==> src/rtl/rfc_date_to_epoch_parser_core_macros.svh <==
// Assertion helpers used by the RTL sequencer (rdep_ctrl).
`ifndef RFC_DATE_TO_EPOCH_PARSER_CORE_MACROS_SVH
`define RFC_DATE_TO_EPOCH_PARSER_CORE_MACROS_SVH

// same-cycle implication
`define RDEP_ASSERT_IMP(lbl, ante, cons) \
    lbl: assert property (@(posedge i_clk) disable iff (!i_rst_n) (ante) |-> (cons)) \
        else $error("rdep assertion failed");

// next-cycle implication
`define RDEP_ASSERT_NXT(lbl, ante, cons) \
    lbl: assert property (@(posedge i_clk) disable iff (!i_rst_n) (ante) |=> (cons)) \
        else $error("rdep assertion failed");

`endif

==> src/rtl/rdep_pkg.sv <==
package rdep_pkg;

    localparam int ACC_W = 17;
    localparam logic [ACC_W-1:0] ACC_MAX = 17'd131071;
    localparam logic [ACC_W-1:0] ACC_SAT = 17'd13106;
    localparam logic [ACC_W-1:0] ZONE_NUM_MAX = 17'd9959;
    localparam logic [31:0] DAYS_BIAS = 32'd2472663;  // 32075 + 2440588

    localparam logic [0:35][7:0] MON_TAB = "janfebmaraprmayjunjulaugsepoctnovdec";
    localparam logic [0:29][7:0] ZONE_NAME = "ut gmtestedtcstcdtmstmdtpstpdt";
    localparam logic [1:0] ZONE_LEN [10] = '{2'd2, 2'd3, 2'd3, 2'd3, 2'd3,
                                             2'd3, 2'd3, 2'd3, 2'd3, 2'd3};
    localparam logic signed [13:0] ZONE_OFF [10] = '{14'sd0, 14'sd0, -14'sd300, -14'sd240,
        -14'sd360, -14'sd300, -14'sd420, -14'sd360, -14'sd480, -14'sd420};
    // 367*m/12 for the shifted month, indexed by month number 0..11
    localparam logic [8:0] T367 [12] = '{9'd336, 9'd367, 9'd30, 9'd61, 9'd91, 9'd122,
                                         9'd152, 9'd183, 9'd214, 9'd244, 9'd275, 9'd305};

    typedef enum logic [1:0] {ACC_HOLD, ACC_CLR, ACC_DIG, ACC_ADD} t_acc_op;
    typedef enum logic [2:0] {CV_NONE, CV_TERMS, CV_DAYS, CV_HOUR, CV_MIN, CV_SEC,
                              CV_FIN} t_cv_op;

    typedef struct packed {
        t_acc_op acc_op;
        logic    neg_ld;
        logic    day_ld;
        logic    let0_ld;
        logic    let1_ld;
        logic    mon_ld;
        logic    year_ld;
        logic    year_2000;
        logic    hour_ld;
        logic    hour_zero;
        logic    min_ld;
        logic    min_zero;
        logic    sec_ld;
        logic    sec_zero;
        logic    zn_init;
        logic    zn_step;
        logic    zn_num_ld;
        t_cv_op  cv;
        logic    fin_err;
    } t_dp_cmd;

    typedef struct packed {
        logic zero;
        logic dig;
        logic blank;
        logic colon;
        logic sign_chr;
        logic minus;
        logic day_ok;
        logic year_ok;
        logic hour_ok;
        logic min_ok;
        logic sec_ok;
        logic mon_hit;
        logic zn_big;
        logic zn_done;
    } t_dp_stat;

    function automatic logic [7:0] lower8(input logic [7:0] c);
        return (c >= 8'd65 && c <= 8'd90) ? c + 8'd32 : c;
    endfunction

endpackage

==> src/rtl/rdep_if.sv <==
interface rdep_in_if;
    logic       valid;
    logic       ready;
    logic [7:0] char_byte;
    logic       end_of_string;
    modport source (output valid, char_byte, end_of_string, input ready);
    modport sink (input valid, char_byte, end_of_string, output ready);
endinterface

interface rdep_out_if;
    logic        valid;
    logic        ready;
    logic        date_valid;
    logic [32:0] epoch_seconds;
    modport source (output valid, date_valid, epoch_seconds, input ready);
    modport sink (input valid, date_valid, epoch_seconds, output ready);
endinterface

==> src/rtl/rdep_dp.sv <==
module rdep_dp (
    input  logic              i_clk,
    input  logic              i_rst_n,
    input  logic [7:0]        i_byte,
    input  rdep_pkg::t_dp_cmd i_cmd,
    output rdep_pkg::t_dp_stat o_stat,
    output logic              o_date_valid,
    output logic [32:0]       o_epoch
);
    import rdep_pkg::*;

    logic [ACC_W-1:0] r_acc;
    logic             r_neg;
    logic [4:0]       r_day;
    logic [7:0]       r_let0, r_let1;
    logic [3:0]       r_mon;
    logic [11:0]      r_year;
    logic [4:0]       r_hour;
    logic [5:0]       r_min, r_sec;
    logic signed [13:0] r_zone;
    logic [9:0]       r_cand;
    logic [1:0]       r_zidx;
    logic [21:0]      r_t1;
    logic [8:0]       r_t2;
    logic [6:0]       r_t3;
    logic [31:0]      r_r;
    logic             r_odv;
    logic [32:0]      r_oep;

    logic [7:0]  lc;
    logic [3:0]  dval;
    logic [ACC_W-1:0] acc_next;
    logic [17:0] year_adj;
    logic        acc_nonneg;
    logic [3:0]  mon_idx;
    logic [9:0]  keep;
    logic        hit_any;
    logic signed [13:0] hit_off;
    logic [26:0] zq_prod;
    logic [6:0]  zq;
    logic [6:0]  zrem;
    logic [12:0] zmin;
    logic        a_early;
    logic [12:0] ya, yx;
    logic [23:0] t1_prod;
    logic [25:0] q_prod;
    logic [6:0]  q100;
    logic [8:0]  t3_prod;
    logic signed [33:0] res, off, fin;

    always_comb begin
        lc = lower8(i_byte);
        dval = 4'(i_byte - 8'd48);
        acc_next = (r_acc > ACC_SAT) ? ACC_MAX : ACC_W'(r_acc * 17'd10 + {13'd0, dval});
        acc_nonneg = !r_neg || (r_acc == '0);
        if (r_acc < 17'd50) year_adj = {1'b0, r_acc} + 18'd2000;
        else if (r_acc < 17'd100) year_adj = {1'b0, r_acc} + 18'd1900;
        else year_adj = {1'b0, r_acc};

        o_stat.zero     = i_byte == 8'd0;
        o_stat.dig      = i_byte >= 8'd48 && i_byte <= 8'd57;
        o_stat.blank    = i_byte == 8'd32 || (i_byte >= 8'd9 && i_byte <= 8'd13);
        o_stat.colon    = i_byte == 8'd58;
        o_stat.sign_chr = i_byte == 8'd43 || i_byte == 8'd45;
        o_stat.minus    = i_byte == 8'd45;
        o_stat.day_ok   = r_acc >= 17'd1 && r_acc <= 17'd31;
        o_stat.year_ok  = acc_nonneg && year_adj >= 18'd1900 && year_adj <= 18'd2500;
        o_stat.hour_ok  = acc_nonneg && r_acc <= 17'd23;
        o_stat.min_ok   = acc_nonneg && r_acc <= 17'd59;
        o_stat.sec_ok   = acc_nonneg && r_acc <= 17'd59;
        o_stat.zn_big   = r_acc > ZONE_NUM_MAX;

        o_stat.mon_hit = 1'b0;
        mon_idx = '0;
        for (int k = 0; k < 12; k++) begin
            if (MON_TAB[3*k] == r_let0 && MON_TAB[3*k+1] == r_let1 && MON_TAB[3*k+2] == lc) begin
                o_stat.mon_hit = 1'b1;
                mon_idx = 4'(k);
            end
        end

        for (int k = 0; k < 10; k++) begin
            keep[k] = r_cand[k] && (ZONE_LEN[k] > r_zidx) && r_zidx != 2'd3 &&
                      ZONE_NAME[5'(3*k) + {3'd0, r_zidx}] == lc;
        end
        hit_any = 1'b0;
        hit_off = '0;
        for (int k = 9; k >= 0; k--) begin
            if (keep[k] && ZONE_LEN[k] == r_zidx + 2'd1) begin
                hit_any = 1'b1;
                hit_off = ZONE_OFF[k];
            end
        end
        o_stat.zn_done = (r_zidx == 2'd3) || hit_any || (keep == '0);

        // hhmm to minutes, /100 by reciprocal (exact below 43699)
        zq_prod = 27'(r_acc[13:0] * 27'd5243);
        zq = 7'(zq_prod >> 19);
        zrem = 7'(r_acc[13:0] - 14'(zq * 14'd100));
        zmin = 13'(zq * 13'd60) + {6'd0, zrem};

        a_early = r_mon < 4'd2;
        ya = {1'b0, r_year} + 13'd4800 - {12'd0, a_early};
        yx = {1'b0, r_year} + 13'd4900 - {12'd0, a_early};
        t1_prod = 24'(ya * 24'd1461);
        q_prod = 26'(yx * 26'd5243);
        q100 = 7'(q_prod >> 19);
        t3_prod = 9'(q100 * 9'd3);

        res = signed'({2'b00, r_r});
        off = 34'(r_zone);
        if (off > 0 && off > res) off = '0;
        fin = res - 34'(off * 34'sd60);
        if (fin < 34'sd1) fin = 34'sd1;
    end

    always_ff @(posedge i_clk) begin
        if (!i_rst_n || i_cmd.cv == CV_FIN) begin
            r_acc <= '0; r_neg <= 1'b0; r_day <= '0; r_let0 <= '0; r_let1 <= '0;
            r_mon <= '0; r_year <= '0; r_hour <= '0; r_min <= '0; r_sec <= '0;
            r_zone <= '0; r_cand <= '1; r_zidx <= '0;
        end else begin
            case (i_cmd.acc_op)
                ACC_CLR: r_acc <= '0;
                ACC_DIG: r_acc <= {13'd0, dval};
                ACC_ADD: r_acc <= acc_next;
                default: ;
            endcase
            if (i_cmd.neg_ld) r_neg <= o_stat.minus;
            else if (i_cmd.acc_op == ACC_CLR) r_neg <= 1'b0;
            if (i_cmd.day_ld) r_day <= r_acc[4:0];
            if (i_cmd.let0_ld) r_let0 <= lc;
            if (i_cmd.let1_ld) r_let1 <= lc;
            if (i_cmd.mon_ld) r_mon <= mon_idx;
            if (i_cmd.year_ld) r_year <= year_adj[11:0];
            else if (i_cmd.year_2000) r_year <= 12'd2000;
            if (i_cmd.hour_ld) r_hour <= r_acc[4:0];
            else if (i_cmd.hour_zero) r_hour <= '0;
            if (i_cmd.min_ld) r_min <= r_acc[5:0];
            else if (i_cmd.min_zero) r_min <= '0;
            if (i_cmd.sec_ld) r_sec <= r_acc[5:0];
            else if (i_cmd.sec_zero) r_sec <= '0;
            if (i_cmd.zn_init) begin
                r_cand <= '1;
                r_zidx <= '0;
            end else if (i_cmd.zn_step && r_zidx != 2'd3) begin
                r_cand <= keep;
                if (hit_any) r_zone <= hit_off;
                else r_zidx <= r_zidx + 2'd1;
            end
            if (i_cmd.zn_num_ld) r_zone <= r_neg ? -signed'({1'b0, zmin}) : signed'({1'b0, zmin});
        end
    end

    always_ff @(posedge i_clk) begin
        case (i_cmd.cv)
            CV_TERMS: begin
                r_t1 <= t1_prod[23:2];
                r_t2 <= T367[r_mon];
                r_t3 <= t3_prod[8:2];
            end
            CV_DAYS: r_r <= {27'd0, r_day} + {10'd0, r_t1} + {23'd0, r_t2}
                            - {25'd0, r_t3} - DAYS_BIAS;
            CV_HOUR: r_r <= 32'(r_r * 32'd24) + {27'd0, r_hour};
            CV_MIN:  r_r <= 32'(r_r * 32'd60) + {26'd0, r_min};
            CV_SEC:  r_r <= 32'(r_r * 32'd60) + {26'd0, r_sec};
            CV_FIN: begin
                r_odv <= !i_cmd.fin_err;
                r_oep <= i_cmd.fin_err ? '0 : fin[32:0];
            end
            default: ;
        endcase
    end

    assign o_date_valid = r_odv;
    assign o_epoch = r_oep;

endmodule

==> src/rtl/rdep_ctrl.sv <==
module rdep_ctrl (
    input  logic               i_clk,
    input  logic               i_rst_n,
    input  logic               i_in_valid,
    input  logic               i_eos,
    input  logic               i_out_ready,
    input  rdep_pkg::t_dp_stat i_stat,
    output logic               o_in_ready,
    output logic               o_out_valid,
    output rdep_pkg::t_dp_cmd  o_cmd
);
    import rdep_pkg::*;
    `include "rfc_date_to_epoch_parser_core_macros.svh"

    typedef enum logic [4:0] {
        P_SEEK, P_DAY, P_MSKIP, P_MON1, P_MON2, P_MTAIL, P_YPRE, P_YDIG, P_HPRE, P_HDIG,
        P_NPRE, P_NDIG, P_SPRE, P_SDIG, P_TSKIP, P_ZNUM, P_ZNAME, P_DONE
    } t_phase;
    typedef enum logic [2:0] {S_PARSE, S_TERMS, S_DAYS, S_HOUR, S_MIN, S_SEC, S_FIN} t_state;

    t_state r_state, n_state;
    t_phase r_phase, n_phase;
    logic [1:0] r_spaces, n_spaces;
    logic r_sign, n_sign, r_err, n_err, r_out_valid, n_out_valid;
    logic again, e, dg, bl, co, pm, mi, empty, accept;

    always_comb begin
        n_state = r_state; n_phase = r_phase; n_spaces = r_spaces; n_sign = r_sign;
        n_err = r_err; n_out_valid = r_out_valid && !i_out_ready;
        o_cmd = '0;
        again = 1'b0;
        e  = i_eos || i_stat.zero;
        dg = !e && i_stat.dig;
        bl = !e && i_stat.blank;
        co = !e && i_stat.colon;
        pm = !e && i_stat.sign_chr;
        mi = !e && i_stat.minus;
        empty = r_spaces == 2'd0 && !r_sign;
        case (r_state)
            S_PARSE: if (i_in_valid) begin
                case (r_phase)
                    P_SEEK: if (e) begin n_err = 1'b1; n_phase = P_DONE; end
                        else if (dg) begin o_cmd.acc_op = ACC_DIG; n_phase = P_DAY; end
                    P_DAY: if (dg) o_cmd.acc_op = ACC_ADD;
                        else if (e || !i_stat.day_ok) begin n_err = 1'b1; n_phase = P_DONE; end
                        else begin
                            o_cmd.day_ld = 1'b1; n_phase = P_MSKIP; again = !mi;
                        end
                    P_MSKIP: if (e || mi) begin n_err = 1'b1; n_phase = P_DONE; end
                        else if (!bl) begin o_cmd.let0_ld = 1'b1; n_phase = P_MON1; end
                    P_MON1: if (e || mi || bl) begin n_err = 1'b1; n_phase = P_DONE; end
                        else begin o_cmd.let1_ld = 1'b1; n_phase = P_MON2; end
                    P_MON2: if (e || mi || bl || !i_stat.mon_hit) begin
                            n_err = 1'b1; n_phase = P_DONE;
                        end else begin o_cmd.mon_ld = 1'b1; n_phase = P_MTAIL; end
                    P_MTAIL: if (e) begin n_err = 1'b1; n_phase = P_DONE; end
                        else if (mi || bl) begin
                            o_cmd.acc_op = ACC_CLR; n_spaces = '0; n_sign = 1'b0;
                            n_phase = P_YPRE;
                        end
                    P_YPRE, P_HPRE, P_NPRE, P_SPRE: begin
                        if (dg) begin
                            o_cmd.acc_op = ACC_DIG;
                            case (r_phase)
                                P_YPRE:  n_phase = P_YDIG;
                                P_HPRE:  n_phase = P_HDIG;
                                P_NPRE:  n_phase = P_NDIG;
                                default: n_phase = P_SDIG;
                            endcase
                        end else if (bl && !r_sign) begin
                            if (r_spaces != 2'd2) n_spaces = r_spaces + 2'd1;
                        end else if (pm && !r_sign) begin
                            n_sign = 1'b1; o_cmd.neg_ld = 1'b1;
                        end else begin
                            // number without digits
                            case (r_phase)
                                P_YPRE: begin
                                    o_cmd.year_2000 = 1'b1;
                                    if (empty && e) n_phase = P_DONE;
                                    else if (r_spaces == 2'd1 && !r_sign && co) begin
                                        o_cmd.hour_zero = 1'b1; o_cmd.acc_op = ACC_CLR;
                                        n_spaces = '0; n_sign = 1'b0; n_phase = P_NPRE;
                                    end else begin n_err = 1'b1; n_phase = P_DONE; end
                                end
                                P_HPRE: begin
                                    o_cmd.hour_zero = 1'b1;
                                    if (empty && co) begin
                                        o_cmd.acc_op = ACC_CLR; n_spaces = '0; n_sign = 1'b0;
                                        n_phase = P_NPRE;
                                    end else begin n_err = 1'b1; n_phase = P_DONE; end
                                end
                                P_NPRE: begin
                                    o_cmd.min_zero = 1'b1;
                                    if (empty) begin
                                        if (co) begin
                                            o_cmd.acc_op = ACC_CLR; n_spaces = '0;
                                            n_sign = 1'b0; n_phase = P_SPRE;
                                        end else begin n_err = 1'b1; n_phase = P_DONE; end
                                    end else if (r_spaces == 2'd0) begin
                                        n_err = 1'b1; n_phase = P_DONE;
                                    end else if (r_sign) n_phase = P_DONE;
                                    else begin
                                        o_cmd.zn_init = 1'b1; n_phase = P_ZNAME; again = 1'b1;
                                    end
                                end
                                default: begin
                                    o_cmd.sec_zero = 1'b1;
                                    if (r_sign) n_phase = P_DONE;
                                    else begin
                                        o_cmd.zn_init = 1'b1; n_phase = P_ZNAME; again = 1'b1;
                                    end
                                end
                            endcase
                        end
                    end
                    P_YDIG: if (dg) o_cmd.acc_op = ACC_ADD;
                        else if (!i_stat.year_ok) begin n_err = 1'b1; n_phase = P_DONE; end
                        else begin
                            o_cmd.year_ld = 1'b1;
                            if (e) n_phase = P_DONE;
                            else if (!bl) begin n_err = 1'b1; n_phase = P_DONE; end
                            else begin
                                o_cmd.acc_op = ACC_CLR; n_spaces = '0; n_sign = 1'b0;
                                n_phase = P_HPRE;
                            end
                        end
                    P_HDIG: if (dg) o_cmd.acc_op = ACC_ADD;
                        else if (!i_stat.hour_ok || !co) begin n_err = 1'b1; n_phase = P_DONE; end
                        else begin
                            o_cmd.hour_ld = 1'b1; o_cmd.acc_op = ACC_CLR;
                            n_spaces = '0; n_sign = 1'b0; n_phase = P_NPRE;
                        end
                    P_NDIG: if (dg) o_cmd.acc_op = ACC_ADD;
                        else if (!i_stat.min_ok || e) begin n_err = 1'b1; n_phase = P_DONE; end
                        else begin
                            o_cmd.min_ld = 1'b1;
                            if (co) begin
                                o_cmd.acc_op = ACC_CLR; n_spaces = '0; n_sign = 1'b0;
                                n_phase = P_SPRE;
                            end else if (bl) n_phase = P_TSKIP;
                            else begin n_err = 1'b1; n_phase = P_DONE; end
                        end
                    P_SDIG: if (dg) o_cmd.acc_op = ACC_ADD;
                        else if (!i_stat.sec_ok) begin n_err = 1'b1; n_phase = P_DONE; end
                        else begin o_cmd.sec_ld = 1'b1; n_phase = P_TSKIP; again = 1'b1; end
                    P_TSKIP: if (e) n_phase = P_DONE;
                        else if (pm) begin
                            o_cmd.acc_op = ACC_CLR; o_cmd.neg_ld = 1'b1; n_phase = P_ZNUM;
                        end else if (!bl) begin
                            o_cmd.zn_init = 1'b1; n_phase = P_ZNAME; again = 1'b1;
                        end
                    P_ZNUM: if (dg) o_cmd.acc_op = ACC_ADD;
                        else if (i_stat.zn_big) begin n_err = 1'b1; n_phase = P_DONE; end
                        else begin o_cmd.zn_num_ld = 1'b1; n_phase = P_DONE; end
                    P_ZNAME: if (e) n_phase = P_DONE;
                        else begin
                            o_cmd.zn_step = 1'b1;
                            if (i_stat.zn_done) n_phase = P_DONE;
                        end
                    default: ;
                endcase
                if (!again && i_eos) n_state = S_TERMS;
            end
            S_TERMS: begin o_cmd.cv = CV_TERMS; n_state = S_DAYS; end
            S_DAYS:  begin o_cmd.cv = CV_DAYS;  n_state = S_HOUR; end
            S_HOUR:  begin o_cmd.cv = CV_HOUR;  n_state = S_MIN;  end
            S_MIN:   begin o_cmd.cv = CV_MIN;   n_state = S_SEC;  end
            S_SEC:   begin o_cmd.cv = CV_SEC;   n_state = S_FIN;  end
            S_FIN: if (!r_out_valid || i_out_ready) begin
                o_cmd.cv = CV_FIN; o_cmd.fin_err = r_err;
                n_out_valid = 1'b1; n_phase = P_SEEK; n_spaces = '0; n_sign = 1'b0;
                n_err = 1'b0; n_state = S_PARSE;
            end
            default: n_state = S_PARSE;
        endcase
    end

    assign accept = (r_state == S_PARSE) && i_in_valid && !again;
    assign o_in_ready = (r_state == S_PARSE) && !again;
    assign o_out_valid = r_out_valid;

    always_ff @(posedge i_clk) begin
        if (!i_rst_n) begin
            r_state <= S_PARSE; r_phase <= P_SEEK; r_spaces <= '0; r_sign <= 1'b0;
            r_err <= 1'b0; r_out_valid <= 1'b0;
        end else begin
            r_state <= n_state; r_phase <= n_phase; r_spaces <= n_spaces; r_sign <= n_sign;
            r_err <= n_err; r_out_valid <= n_out_valid;
        end
    end

    `RDEP_ASSERT_IMP(a_err_done, r_err, r_phase == P_DONE)
    `RDEP_ASSERT_NXT(a_end_starts, accept && i_eos, r_state == S_TERMS)
    `RDEP_ASSERT_NXT(a_fin_shows, o_cmd.cv == CV_FIN, r_out_valid && r_state == S_PARSE)
    `RDEP_ASSERT_IMP(a_no_take_busy, r_state != S_PARSE, !o_in_ready)

endmodule

==> src/rtl/rfc_date_to_epoch_parser_core.sv <==
// Date string to epoch seconds parser.
// i_in carries one character word per handshake: char_byte, or a terminator
// word with end_of_string high (its byte is ignored). A zero byte stops the
// parse like a terminator but gives no result; later bytes are dropped.
// o_out gives one word per terminator: date_valid and epoch_seconds
// (seconds since 1970 UTC, at least 1; zero when the date is not valid).
// Throughput: one character a cycle while ready is high. A byte that closes
// a field and must be looked at again by the next field (day into month,
// seconds into zone, empty number into zone name) holds ready low until
// every field that needs it has looked at it.
// Conversion: after the terminator is taken, the sequencer steps through
// day terms, day sum, hours, minutes, seconds, then zone and clamp; the
// day sum, hours, minutes and seconds build up in one datapath register
// (r_r). No input is taken during those steps.
// A finished result waits in the output register; new characters are
// still taken, and only the next result's last step waits on o_out.ready.
// Reset (synchronous, active low) empties the output and restarts the
// parse at the first digit.
module rfc_date_to_epoch_parser_core (
    input logic       i_clk,
    input logic       i_rst_n,
    rdep_in_if.sink   i_in,
    rdep_out_if.source o_out
);
    import rdep_pkg::*;

    t_dp_cmd  cmd;
    t_dp_stat stat;

    // sequencer: parse phase and conversion steps
    rdep_ctrl u_ctrl (
        .i_clk       (i_clk),
        .i_rst_n     (i_rst_n),
        .i_in_valid  (i_in.valid),
        .i_eos       (i_in.end_of_string),
        .i_out_ready (o_out.ready),
        .i_stat      (stat),
        .o_in_ready  (i_in.ready),
        .o_out_valid (o_out.valid),
        .o_cmd       (cmd)
    );

    // fields, character classes and the Julian day arithmetic
    rdep_dp u_dp (
        .i_clk        (i_clk),
        .i_rst_n      (i_rst_n),
        .i_byte       (i_in.char_byte),
        .i_cmd        (cmd),
        .o_stat       (stat),
        .o_date_valid (o_out.date_valid),
        .o_epoch      (o_out.epoch_seconds)
    );

endmodule

==> src/flat_wrapper.sv <==
// flat-port wrapper written by rule: the top's interface ports become plain ports
module rfc_date_to_epoch_parser_core_flat import rdep_pkg::*;
  (i_clk, i_rst_n, i_in_valid, i_in_char_byte, i_in_end_of_string, i_in_ready, o_out_valid, o_out_date_valid, o_out_epoch_seconds, o_out_ready);
  rdep_in_if i_in_i ();
  rdep_out_if o_out_i ();
  input logic i_clk;
  input logic i_rst_n;
  input wire logic [$bits(i_in_i.valid)-1:0] i_in_valid;
  input wire logic [$bits(i_in_i.char_byte)-1:0] i_in_char_byte;
  input wire logic [$bits(i_in_i.end_of_string)-1:0] i_in_end_of_string;
  output wire logic [$bits(i_in_i.ready)-1:0] i_in_ready;
  output wire logic [$bits(o_out_i.valid)-1:0] o_out_valid;
  output wire logic [$bits(o_out_i.date_valid)-1:0] o_out_date_valid;
  output wire logic [$bits(o_out_i.epoch_seconds)-1:0] o_out_epoch_seconds;
  input wire logic [$bits(o_out_i.ready)-1:0] o_out_ready;
  assign i_in_i.valid = i_in_valid;
  assign i_in_i.char_byte = i_in_char_byte;
  assign i_in_i.end_of_string = i_in_end_of_string;
  assign i_in_ready = i_in_i.ready;
  assign o_out_valid = o_out_i.valid;
  assign o_out_date_valid = o_out_i.date_valid;
  assign o_out_epoch_seconds = o_out_i.epoch_seconds;
  assign o_out_i.ready = o_out_ready;
  rfc_date_to_epoch_parser_core u_core (.i_clk(i_clk), .i_rst_n(i_rst_n), .i_in(i_in_i), .o_out(o_out_i));
endmodule
==> config.mk <==
export PLATFORM = sky130hd
export DESIGN_NAME = rfc_date_to_epoch_parser_core_flat
export DESIGN_NICKNAME = d
export VERILOG_FILES = /design/src/rtl/rdep_pkg.sv /design/src/rtl/rdep_if.sv /design/src/rtl/rdep_dp.sv /design/src/rtl/rdep_ctrl.sv /design/src/rtl/rfc_date_to_epoch_parser_core.sv /design/src/flat_wrapper.sv
export VERILOG_INCLUDE_DIRS = /design/src /design/src/rtl
export SDC_FILE = /design/constraint.sdc
export NUM_CORES = 2
export LEC_CHECK = 0
export ABC_AREA = 1
export BUFFER_PORTS_ARGS = -buffer_cell sky130_fd_sc_hd__buf_2
export CORE_UTILIZATION = 45
export CTS_BUF_LIST = sky130_fd_sc_hd__clkbuf_16
export DETAILED_ROUTE_END_ITERATION = 10
export GPL_TIMING_DRIVEN = 0
export PLACE_DENSITY_LB_ADDON = 0.15
export SYNTH_ARGS = -nofsm -noshare
export SYNTH_HDL_FRONTEND = slang
export SYNTH_SLANG_ARGS = --single-unit
==> constraint.sdc <==
create_clock -name i_clk -period 15.9 [get_ports i_clk]
set_input_delay 0.795 -clock i_clk [delete_from_list [all_inputs] [get_ports i_clk]]
set_output_delay 0.795 -clock i_clk [all_outputs]
set_load 0.05 [all_outputs]
Word level (Yosys, flattened, before mapping)
Memory sizes are Yosys's and may differ from the RTL's. A register that Yosys moved wholly into a read port is not among the register bits.
Index checks and enable logic that the tools add are counted.
Widths: inputs -> output; s select.
{ "op_classes": {"n_div": 0, "n_reduce_logical": 147, "bitwise_logic": 12, "shift": 0, "muxes": 314, "magnitude_cmp": 32, "n_mul": 10, "n_addsub": 31, "eq_ne": 133} }
{ "op_table": {"columns": ["operator", "count"], "rows": [
  ["$mux 14", 15],
  ["$mux 5", 40],
  ["$eq 7x8->1 const A", 24],
  ["$mux 8", 21],
  ["$mux 1", 153],
  ["$pmux 32 s4", 1],
  ["$logic_and 1x1->1", 87],
  ["$eq 8x8->1", 10],
  ["$mux 18", 4],
  ["$mux 2", 35],
  ["$pmux 5 s14", 1],
  ["$ne 3x3->1 const B", 23],
  ["$add 32x6->32", 2],
  ["$ge 6x6->1 const B", 10],
  ["$ne 5x5->1 const B", 12],
  ["$pmux 17 s3", 1],
  ["$ne 4x4->1 const B", 12],
  ["$mux 4", 11],
  ["$not 5->6", 7],
  ["$eq 5x4->1 const B", 8],
  ["$add 17x11->18 const B", 2],
  ["$gt 17x14->1 const B", 2],
  ["$le 17x5->1 const B", 2],
  ["$lt 34x2->1 const B", 1],
  ["108 further kinds", 195]
]} }
{ "totals": {"latch_bits": 0, "register_bits": 206, "out_inout_bits": 36, "ramBits": 0, "romBits": 2704, "memories": 11, "wordCells": 715} }
{ "memory_table": {"columns": ["name", "words", "width", "rd", "rd_ports_with_merged_regs", "write_ports", "line", "rtl"], "rows": [
  ["(name not given)", 32, 8, 1, 0, 0, "rdep_dp.sv:84", "ZONE_NAME[5'(3*k) + {3'd0, r_zidx}] == lc;"],
  ["(name not given)", 32, 8, 1, 0, 0, "rdep_dp.sv:84", null],
  ["(name not given)", 32, 8, 1, 0, 0, "rdep_dp.sv:84", null],
  ["(name not given)", 32, 8, 1, 0, 0, "rdep_dp.sv:84", null],
  ["(name not given)", 32, 8, 1, 0, 0, "rdep_dp.sv:84", null],
  ["(name not given)", 32, 8, 1, 0, 0, "rdep_dp.sv:84", null],
  ["5 more memories", null, null, null, null, null, null, null]
]} }

Longest topological paths before layout
{ "logic_depth": {"ltp_word": 27, "mapped_depth": 46} }

By module
From an unflattened synthesis, not the netlist that was laid out.
{ "hier_totals": {"hier_cells": 5809, "area_unflattened_um2": 39914.5} }
{ "by_module_without_submodules": {"columns": ["module", "n_inst", "cells_per_inst", "area_each_um2", "seq_area_each_um2"], "rows": [
  ["rdep_dp", 1, 5330, 37424.6, 5084.9],
  ["rdep_ctrl", 1, 479, 2489.9, 260.2]
]} }

Worst setup path after synthesis
OpenSTA, ideal clock, no wires.
{ "synth_timing": {"path_type": "register to register", "start": "reg u_core.u_dp.r_zone[13]", "end": "reg u_core.u_dp.r_oep[29], in the netlist u_core.u_dp.o_epoch[29], data pin", "setup_slack_ns": 8.201, "arrival_ns": 7.440, "path_buffers": 1, "required_time_ns": 15.641, "path_stages_with_launch": 42, "cell_sequence": "dfxtp_1 > ha_1 > a21oi_1 > o21ai_0 > nand3_1 > a21oi_1 > a211oi_1 > o221ai_1 > nor2_1 > o21ai_0 > nand2_1 > clkinv_1 > nor2_1 > ha_1 > fa_1 > inv_1 > fa_1 > inv_1 > [... 6 more ...] > inv_1 > a31oi_1 > o21ai_0 > xor2_1 > ha_1 > nand2_1 > nor2_1 > inv_1 > nor2_1 > nand3_1 > nand3_1 > xor2_1 > nand3_1 > nor3_1 > nand4_1 > nand3_1 > buf_2 > nor2_1"} }
{ "synth_via": {"elab_chain_len": 7, "elab_cells_between_ends": 8, "cone_classes": "add/sub (1); mul (1); order compare (3); mux (1); reduce/logical (2)"} }
{ "synth_rtl": {"columns": ["element", "line", "rtl"], "rows": [
  ["from (decl)", "rdep_dp.sv:20", "logic signed [13:0] r_zone;"],
  ["from (signal assigned)", "rdep_dp.sv:148", "if (hit_any) r_zone <= hit_off;"],
  ["from (signal assigned)", "rdep_dp.sv:151", "if (i_cmd.zn_num_ld) r_zone <= r_neg ? -signed'({1'b0, zmin}) : signed'({1'b0, zmin});"],
  ["$gt 14x33->1 / $gt 14x1->1 (equally long branches)", "rdep_dp.sv:112", "if (off > 0 && off > res) off = '0;"],
  ["$logic_and 1x1->1", "rdep_dp.sv:112", null],
  ["$mux 34 *", "rdep_dp.sv:112", null],
  ["$mul 34x5->32 *", "rdep_dp.sv:113", "fin = res - 34'(off * 34'sd60);"],
  ["$sub 33x34->34 *", "rdep_dp.sv:113", null],
  ["$lt 34x2->1", "rdep_dp.sv:114", "if (fin < 34'sd1) fin = 34'sd1;"],
  ["$reduce_or 2->1 (no line)", null, null],
  ["to (signal assigned)", "rdep_dp.sv:169", "r_oep <= i_cmd.fin_err ? '0 : fin[32:0];"],
  ["to (decl)", "rdep_dp.sv:28", "logic [32:0] r_oep;"]
]} }
Mark *: on every way between the ends. The rest lies on a longest branch, timed or not.
A chain may end at the register's enable or synchronous reset.

Worst setup path in the final report
{ "layout_timing": {"start": "reg u_core.u_dp.r_acc[0]", "end": "reg u_core.u_dp.r_zone[11]"} }
{ "layout_via": {"elab_chain_len": 8, "elab_cells_between_ends": 18, "cone_classes": "add/sub (3); mul (3); order compare (1); eq/ne (1); mux (7); reduce/logical (3)"} }
{ "layout_rtl": {"columns": ["element", "line", "rtl"], "rows": [
  ["from (decl)", "rdep_dp.sv:12", "logic [ACC_W-1:0] r_acc;"],
  ["from (signal assigned)", "rdep_dp.sv:125", "ACC_DIG: r_acc <= {13'd0, dval};"],
  ["from (signal assigned)", "rdep_dp.sv:126", "ACC_ADD: r_acc <= acc_next;"],
  ["branches (longest 8 deep; another with $mul 14x13->26)", null, null]
]} }
Parallel ways; which one is timed is not known.

==> summary.txt <==
Status
  – Status: completed

Global routing
  – Global-route wire length before repair: 179 mm
  – M1 GR Usage: 34.2%
  – Vias in the first global route: 33.9k
  – Total track usage: 25.9%
  – Antenna violations before repair: 4
  – GRT met3 Usage: 1.90%
  – Largest net degree at the start of global routing: 37
  – GRT overflow: 0
  – M2 GR Usage: 45.2%
  – GRT busiest layer: met2

Drt
  – Via-to-Cell Ratio: 5.30
  – Antenna-violating nets left: 0
  – Vias post-DR: 34.1k
  – Wire per inst: 16.9 um
  – Initial DRC count: 2000
  – DRC violations left: 0
  – Total wire length: 109 mm
  – Drt first pass iters: 6

STA
  – Crit share post-route: 61.4%
  – RSZ-0062 raised after global routing: no
  – FMAX: 102 MHz
  – Max-slew violations: 0
  – Final hold vios: 0
  – Setup TNS Final: 0 ps
  – Relative slew slack: 29.7%
  – Clk_skew: 22.7 ps
  – Post-layout minimum cycle time: 9760 ps
  – Slew @ Worst Pin: 1050 ps
  – # setup viols final: 0

Floorplanning
  – Ports: 49
  – # rows: 106
  – Chip Width: 292 um
  – DIE AREA: 85400 sq um
  – Core box area: 83400 sq um
  – Die height: 292 um
  – Initial core utilization: 45.4%

Synthesis
  – Mean Syn Cell Area: 7.20 sq um
  – Synth Area in Adders: 33.9%
  – Cells after Synth: 5263
  – Post-synthesis mux area share: 0%
  – Number of synthesis warnings: 0
  – Synth area leader: ha_1
  – Mapped cell area: 37900 sq um
  – Share of the synthesized area in the top cell type: 19.0%
  – Post-Synth Simple-Gate Area: 24.7%
  – Synth Area in Compound Gates: 12.1%
  – Post-Syn Nets: 6133
  – Xor-xnor portion of the synthesized cell area: 5.04%
  – Cell variety after synth: 73
  – Largest family of logic cells by synthesized area: adder cells
  – Largest cells by area after synthesis: ha_1 19%, fa_1 15%, nand2_1 10%
  – Post-synth ARST share: 0%
  – Number of synthesized register bits: 215
  – Primary FF master, synth: dfxtp_1
  – Seq/Total Area, Yosys: 14.1%
  – Number of enable flip-flop cells after synthesis: 104

Critical path
  – Worst-path fanout max: 10
  – Slowest CP cell: clkbuf_1
  – Setup crit end kind: flip-flop
  – Reg-to-reg startpoint: u_core.u_dp.r_acc[0]$_SDFFE_PP0P_
  – Largest stage delay on the critical path: 730 ps
  – Worst reg2reg path depth: 37
  – Worst R2R End: u_core.u_dp.r_zone[11]$_SDFFE_PP0P_
  – Critical Path RT: 16400 ps
  – Setup slack, reg-to-reg: 6140 ps
  – Most used cell, CP: inv_1
  – Arrival @ worst endpoint: 10260 ps
  – Worst Setup EP: u_core.u_dp.r_zone[11]$_SDFFE_PP0P_
  – Setup Crit Path Kind: flip-flop to flip-flop
  – Startpoint types: flip-flop
  – Critical Path Start: u_core.u_dp.r_acc[0]$_SDFFE_PP0P_

Clock network
  – CTS Sinks: 215
  – Hold_buf cts: 0
  – Max Root-Sink Buffers: 3
  – Clock Pin Slew Worst Setup and Hold Paths: 50 ps
  – Post-CTS Resized: 0
  – Worst-Skew Late Latency: 580 ps
  – Post-CTS repair timing setup buffer count: 0
  – Clock root cell: clkbuf_16
  – CTS tree: built
  – H-tree levels: 1
  – Clock buffer count from CTS: 28

Final layout
  – Layout cell share with drive strength beyond 1: 4.21%
  – Total Nets Final: 6212
  – Antenna diodes: 0
  – Final Instance Area: 40400 sq um
  – Filler cells: 8582
  – Area growth from synthesis to layout: 6.57%

Place
  – Final HPWL DP: 92.6 mm
  – Cell area after placement: 39500 sq um
  – Count of port buffers added during placement: 47
  – RD Place Congestion: 0.983

Pwr
  – PwrDens: 89.6 nW/um^2
  – Peak supply drop: 0.0985 mV
  – P_leak: 20.3 nW

Run
  – Total of max-cap violations: 0

Worst hold path
  – HP Class: flip-flop to flip-flop
## power breakdown
| part | internal [mW] | total (mW) | switching [mW] |
|---|---|---|---|
| Clock | 0.336 | 0.595 | 0.258 |
| Sequential | 0.630 | 0.701 | 0.0708 |
| Combinational | 0.747 | 2.32 | 1.57 |
| Total | 1.71 | 3.62 | 1.90 |
## cells by family (layout without fill, tap and decap cells)
group,Yosys count,after routing
flip-flops,215,215
buffers and inverters,1008,1108
AND/OR/NAND/NOR,2155,2155
XOR/XNOR,217,217
adder cells (fa/ha/maj),857,857
AO/OA/AOI/OAI,811,811
## per-layer routing
layer  routed length (um)  vias up
met5                   33        -
met4                 2980        6
met3                 4160      157
met2                52100      686
met1                49700    15900
li1                     -    17400
## layout make-up
class | instances | area [sq um] | share of cell area (%)
sequential | 215 | 5350 | 13.2
timing repair buffer | 49 | 275 | 0.682
multi-input combinational | 4040 | 28700 | 71.0
buffer | 54 | 289 | 0.716
clock inverter | 21 | 95.1 | 0.236
clock buffer | 30 | 751 | 1.86
tap | 1080 | 1350 | 3.35
inverter | 954 | 3580 | 8.87
## worst min-delay path by stage
stage                                               to                               start  cells past startpoint  slack (ps)
floorplan           u_core.u_dp.r_cand[4]$_SDFFE_PP1P_  u_core.u_dp.r_cand[4]$_SDFFE_PP1P_                      2         440
global placement    u_core.u_dp.r_cand[4]$_SDFFE_PP1P_  u_core.u_dp.r_cand[4]$_SDFFE_PP1P_                      2         450
detailed placement   u_core.u_dp.r_min[2]$_SDFFE_PP0P_   u_core.u_dp.r_min[2]$_SDFFE_PP0P_                      2         450
CTS                  u_core.u_dp.r_min[2]$_SDFFE_PP0P_   u_core.u_dp.r_min[2]$_SDFFE_PP0P_                      2         460
global route         u_core.u_dp.r_min[2]$_SDFFE_PP0P_   u_core.u_dp.r_min[2]$_SDFFE_PP0P_                      2         480
finish               u_core.u_dp.r_min[2]$_SDFFE_PP0P_   u_core.u_dp.r_min[2]$_SDFFE_PP0P_                      2         460
## flip-flops by register name, summed over array words and instances (netlist names), 7 cells and up
| name | cells |
|---|---|
| u_core.u_dp.r_acc | 17 |
| u_core.u_dp.r_t1 | 22 |
| u_core.u_dp.r_zone | 14 |
| u_core.u_dp.o_epoch | 33 |
| u_core.u_dp.r_let0 | 8 |
| u_core.u_dp.r_t2 | 9 |
| u_core.u_dp.r_r | 32 |
| u_core.u_dp.r_t3 | 7 |
| u_core.u_dp.r_year | 12 |
| u_core.u_dp.r_let1 | 8 |
| u_core.u_dp.r_cand | 10 |
## critical path, delay by kind of cell (launching register included)
family / cells / cell delay, ps
adders and majority gates: 9 / 3700
buffers and inverters: 9 / 1680
AOI/OAI and AO/OA: 7 / 1430
and+or+nand+nor: 9 / 1220
xor gates and xnor gates: 3 / 990
DFF: 1 / 670
## cells in the final DEF (no fill, tap or decap), types with 7 or more instances in the layout
cell / count
nand2_1: 1010
inv_1: 945
ha_1: 576
nor2_1: 490
a21oi_1: 375
nand3_1: 367
fa_1: 281
o21ai_0: 252
xor2_1: 149
dfxtp_1: 111
edfxtp_1: 104
nand4_1: 99
nor3_1: 72
xnor2_1: 67
buf_2: 61
clkbuf_16: 30
o211ai_1: 26
clkbuf_1: 25
o21bai_1: 22
nor4_1: 21
a21o_1: 21
or2_2: 18
a31oi_1: 17
nor2_2: 17
inv_2: 15
nand3b_1: 14
o21a_1: 13
a211oi_1: 13
o21ai_2: 13
nor2_4: 11
nand2_2: 9
o21ai_1: 7
nand3_2: 7
buf_6: 7
clkinv_2: 7
## cell usage after synthesis (18+ instances only)
library cell  number
or2_2             18
nand2_1         1011
nor4_1            21
nand4_1           99
nand3_1          367
nor2_1           492
fa_1             281
xor2_1           149
o21ai_0          252
ha_1             576
o21bai_1          22
o211ai_1          26
xnor2_1           67
clkbuf_1          25
a21o_1            21
edfxtp_1         104
dfxtp_1          111
nor3_1            72
a21oi_1          375
inv_1            937
## metrics by stage
| stage | worst slack [ps] | total power [mW] | std cells | hold slack [ps] | utilization, % |
|---|---|---|---|---|---|
| 6_report | 6140 | 3.62 | 6443 | 458 | 48.4 |
| 5_1_grt | 5290 | 3.97 | 6443 | 477 | 48.4 |
| 4_1_cts | 6180 | 3.62 | 6443 | 460 | 48.4 |
| 3_5_place_dp | 6200 | 3.00 | 6392 | 452 | 47.4 |
| 3_3_place_gp | 6210 | 3.00 | 6390 | 450 | 47.3 |
| 2_1_floorplan | 8200 | 2.44 | 5263 | 436 | - |
(Power assumes the default switching activity.)
